### src/hdl/isq_pkg.sv
// ----------------------------------------------------------------------------
// isq_pkg
// Shared codes, widths and the cell control bundle of the sequence store.
// ----------------------------------------------------------------------------
package isq_pkg;

    localparam int OP_W       = 2;
    localparam int POS_W      = 7;
    localparam int DATA_W     = 32;
    localparam int COUNT_W    = 7;

    localparam int CAPACITY_DEF   = 64;
    localparam int ITEM_WIDTH_DEF = 32;

    localparam logic [OP_W-1:0] OP_APPEND = 2'd0;
    localparam logic [OP_W-1:0] OP_INSERT = 2'd1;
    localparam logic [OP_W-1:0] OP_REMOVE = 2'd2;
    localparam logic [OP_W-1:0] OP_READ   = 2'd3;

    // broadcast to every cell on an accepted request
    typedef struct packed {
        logic ins;   // accepted insert or append that succeeds
        logic rem;   // accepted remove that succeeds
        logic rd;    // accepted read that succeeds
        logic acc;   // any accepted request (clears read taps)
    } cell_ctl_t;

endpackage

### src/hdl/isq_cell.sv
// ----------------------------------------------------------------------------
// isq_cell
// One storage place of the chain: holds an item, shifts toward either
// neighbor, and drives its read tap when addressed.
// ----------------------------------------------------------------------------
module isq_cell #(
    parameter int IDX     = 0,
    parameter int EXT_W   = 8,
    parameter int ITEM_W  = 32
) (
    input  logic              clk,
    input  isq_pkg::cell_ctl_t ctl,
    input  logic [EXT_W-1:0]  pos,
    input  logic [EXT_W-1:0]  cnt,
    input  logic [ITEM_W-1:0] item_in,
    input  logic [ITEM_W-1:0] left,
    input  logic [ITEM_W-1:0] right,
    output logic [ITEM_W-1:0] entry,
    output logic [ITEM_W-1:0] tap
);
    import isq_pkg::*;

    localparam logic [EXT_W-1:0] IDX_V  = EXT_W'(IDX);
    localparam logic [EXT_W-1:0] IDX1_V = EXT_W'(IDX + 1);

    logic [ITEM_W-1:0] entry_reg;
    logic [ITEM_W-1:0] entry_next;
    logic [ITEM_W-1:0] tap_reg;
    logic [ITEM_W-1:0] tap_next;

    always_comb
    begin
        entry_next = entry_reg;
        if (ctl.ins)
        begin
            if (IDX_V == pos)
            begin
                entry_next = item_in;
            end
            else if ((IDX_V > pos) && (IDX_V <= cnt))
            begin
                entry_next = left;
            end
        end
        else if (ctl.rem)
        begin
            if ((IDX_V >= pos) && (IDX1_V < cnt))
            begin
                entry_next = right;
            end
        end
    end

    always_comb
    begin
        tap_next = tap_reg;
        if (ctl.acc)
        begin
            tap_next = (ctl.rd && (IDX_V == pos)) ? entry_reg : '0;
        end
    end

    always_ff @(posedge clk)
    begin
        entry_reg <= entry_next;
        tap_reg   <= tap_next;
    end

    assign entry = entry_reg;
    assign tap   = tap_reg;

endmodule

### config.mk
export PLATFORM = sky130hd
export DESIGN_NAME = isq_cell
export DESIGN_NICKNAME = d
export VERILOG_FILES = /design/src/hdl/isq_pkg.sv /design/src/hdl/isq_cell.sv
export SDC_FILE = /design/constraint.sdc
export NUM_CORES = 1
export LEC_CHECK = 0
export ABC_AREA = 1
export BUFFER_PORTS_ARGS = -buffer_cell sky130_fd_sc_hd__buf_2
export CORE_ASPECT_RATIO = 0.9
export CORE_MARGIN = 2
export CORE_UTILIZATION = 45
export DETAILED_ROUTE_END_ITERATION = 12
export PLACE_DENSITY = 0.82
export SLEW_MARGIN = 20
export SYNTH_ARGS = -nofsm -noshare
export SYNTH_HDL_FRONTEND = slang
export SYNTH_SLANG_ARGS = --single-unit
### constraint.sdc
create_clock -name clk -period 3.7 [get_ports clk]
set_input_delay 0.74 -clock clk [delete_from_list [all_inputs] [get_ports clk]]
set_output_delay 0.74 -clock clk [all_outputs]
set_load 0.05 [all_outputs]
==> flow_summary.json <==
{
  "outcome": "finished clean",
  "max_freq_mhz": 471.1,
  "cts.sinks": 64,
  "fillerInstances": 594,
  "synth_seq_cells": 64,
  "clk_path_buf_depth": 2,
  "yosys-top-cells-area": "edfxtp_1, nand2_1, inv_1",
  "cap_viol_max_count": 0,
  "p_sw_mw": 0.3587,
  "crit_arrival_ns": 2.27,
  "p_int_mw": 1.262,
  "synth_ff_type": "edfxtp_1",
  "yosysUniqueCellTypes": 15,
  "synth_top_area_share_pct": 58.74,
  "finClkSkew_ns": 0.006143,
  "slew_headroom_pct": 46.12,
  "worst_pin_slew_ns": 0.8053,
  "syn_inst": 356,
  "start_util_pct": 46.48,
  "clkPwrFrac_pct": 37.9,
  "required_ns": 3.85,
  "routabilityCongestion": 0.7945,
  "syn_avg_cell_area_sq_um": 9.191,
  "endpoint_kind": "register",
  "async_reset_ff_share_pct": 0,
  "antenna_found_initial": 0,
  "vias": 2885,
  "antenna_left": 0,
  "gr-total-overflow": 0,
  "post_cts_resized": 0,
  "synth_common_cells": "nand2_1, inv_1, edfxtp_1",
  "nNetsFinal": 650,
  "tns_ns": 0,
  "yosysMostFrequentCell": "nand2_1",
  "setup_viol": 0,
  "synth_area_sq_um": 3272,
  "synth_top_area_cell": "edfxtp_1",
  "place_hpwl_mm": 6.161,
  "wl_mm": 8.679,
  "grt_max_degree": 33,
  "drt_first_iter_violations": 104,
  "grt_pass1_wl_mm": 12.91,
  "fp.coreArea_sq_um": 7039,
  "crit_path_start_kind": "primary input",
  "numCtsBuffers": 9,
  "cts_setup_buffers": 0,
  "h-tree-depth": 3,
  "synth_edf_count": 64,
  "hold_buffers": 0,
  "grt_util_all_layers_pct": 21.50,
  "diodes": 0,
  "vdd_drop_max_mv": 0.2044,
  "rsz0062_at_grt": "false",
  "cts_tree": "done",
  "ioPinCount": 181,
  "vias_per_cell": 4.572,
  "final-hold-violation-count": 0,
  "grt_pass1_vias": 2708,
  "fin_cells": 631,
  "p_comb_share_pct": 12.0,
  "drive_gt1_share_pct": 40.33,
  "synth-seq-area-share_pct": 58.74,
  "path_max_fanout": 32,
  "die_h_um": 84.90,
  "clk_latency_ns": 0.32,
  "p_per_area_nw_per_um2": 365.3,
  "yosysWarnings": 0,
  "avgRoutedWirePerCell_um": 13.75,
  "fin_crit_ns": 2.123,
  "report.final.slew_viol_count": 0,
  "dp_cells": 615,
  "area_growth_pct": 35.64,
  "die_width_um": 93.88,
  "drc_errors": 0,
  "dr.pass1.iters": 5,
  "clock-root-buffer": "clkbuf_8",
  "worst_hold_path_type": "register to register",
  "synth_fp_nets": 473,
  "netSwitchingFraction_pct": 22.13,
  "fin_crit_sh_pct": 57.37,
  "clk_pin_slew_ns": 0.06,
  "io_buffers": 179,
  "dieArea_sq_um": 7970,
  "path_class": "primary input to register",
  "seq_power_share_pct": 50.1,
  "rows": 29,
  "p_leak_nw": 2.278
}
[path summary, 6_finish.rpt]
| kind | start | cells past startpoint | slack, ns | to |
|---|---|---|---|---|
| setup / recovery | pos[3] | 6 | 1.58 | tap[26] |
| hold / removal | entry[7] | 2 | 0.57 | tap[7] |
| setup reg to reg | entry[25] | 2 | 2.90 | tap[25] |
| hold reg to reg | entry[7] | 2 | 0.57 | tap[7] |
[metrics by stage]
| step | cell area, sq um | power, mW | hold slack (ns) | utilization (%) | setup WS [ns] |
|---|---|---|---|---|---|
| 6_report | 4438 | 1.621 | 0.5704 | 63.05 | 1.577 |
| 5_1_grt | 4438 | 1.688 | 0.6093 | 63.05 | 1.421 |
| 3_5_place_dp | 4235 | 1.023 | 0.5612 | 60.17 | 1.203 |
| 4_1_cts | 4438 | 1.643 | 0.5698 | 63.05 | 1.541 |
| 3_3_place_gp | 4235 | 1.017 | 0.5547 | 60.17 | 1.315 |
| 2_1_floorplan | 3272 | 0.9298 | 0.8525 | - | 0.3681 |
[per-layer routing]
| layer | GRT usage [%] | share of wire [%] | vias to the layer above |
|---|---|---|---|
| li1 | - | - | 1475 |
| met1 | 25.31 | 39 | 1271 |
| met2 | 39.29 | 52 | 135 |
| met3 | 3.552 | 7.5 | 4 |
| met4 | 8.037 | 0.80 | 0 |
| met5 | 0 | 0 | - |
[cell usage in the layout (no fill, tap or decap)]
| cell type | instances |
|---|---|
| o21ai_0 | 1 |
| nor2_4 | 1 |
| nand2_2 | 2 |
| nand2_1 | 99 |
| buf_2 | 179 |
| nor2_1 | 22 |
| clkbuf_1 | 2 |
| clkinv_1 | 3 |
| nand3_1 | 32 |
| nor2_2 | 17 |
| a21boi_4 | 1 |
| inv_1 | 66 |
| bufinv_16 | 2 |
| clkbuf_8 | 9 |
| o21bai_1 | 32 |
| buf_4 | 6 |
| edfxtp_1 | 64 |
[cell type report]
cell class | instances | area, sq um | share of cell area [%]
sequential | 64 | 1922 | 43.30
multi-input combinational | 207 | 1008 | 22.72
timing repair buffer | 185 | 940.9 | 21.20
inverter | 66 | 247.7 | 5.582
clock buffer | 11 | 131.4 | 2.960
tap | 93 | 116.4 | 2.622
clock inverter | 5 | 71.32 | 1.607
[worst max-delay path, stage by stage]
cell and delay [ns]:
buf_2 0.10, nor2_1 0.14, nand2_2 0.10, nor2_4 0.34
nand2_2 0.54, nor2_1 0.28
[power groups by stage]
stage / clock, mW / sequential [mW] / combinational, mW
CTS: 0.635 / 0.812 / 0.196
global placement: 0 / 0.827 / 0.190
floorplan: 0 / 0.866 / 0.0633
finish: 0.614 / 0.812 / 0.194
detailed placement: 0 / 0.828 / 0.195
global route: 0.662 / 0.812 / 0.213
[logic make-up (layout without fill, tap and decap cells)]
| family | count (synthesis) | after routing | synth area share (%) |
|---|---|---|---|
| compound gates | 34 | 34 | 7.725 |
| flops | 64 | 64 | 58.74 |
| simple gates | 173 | 173 | 22.75 |
| buf+inv | 85 | 267 | 10.78 |
(Power assumes the default switching activity.)
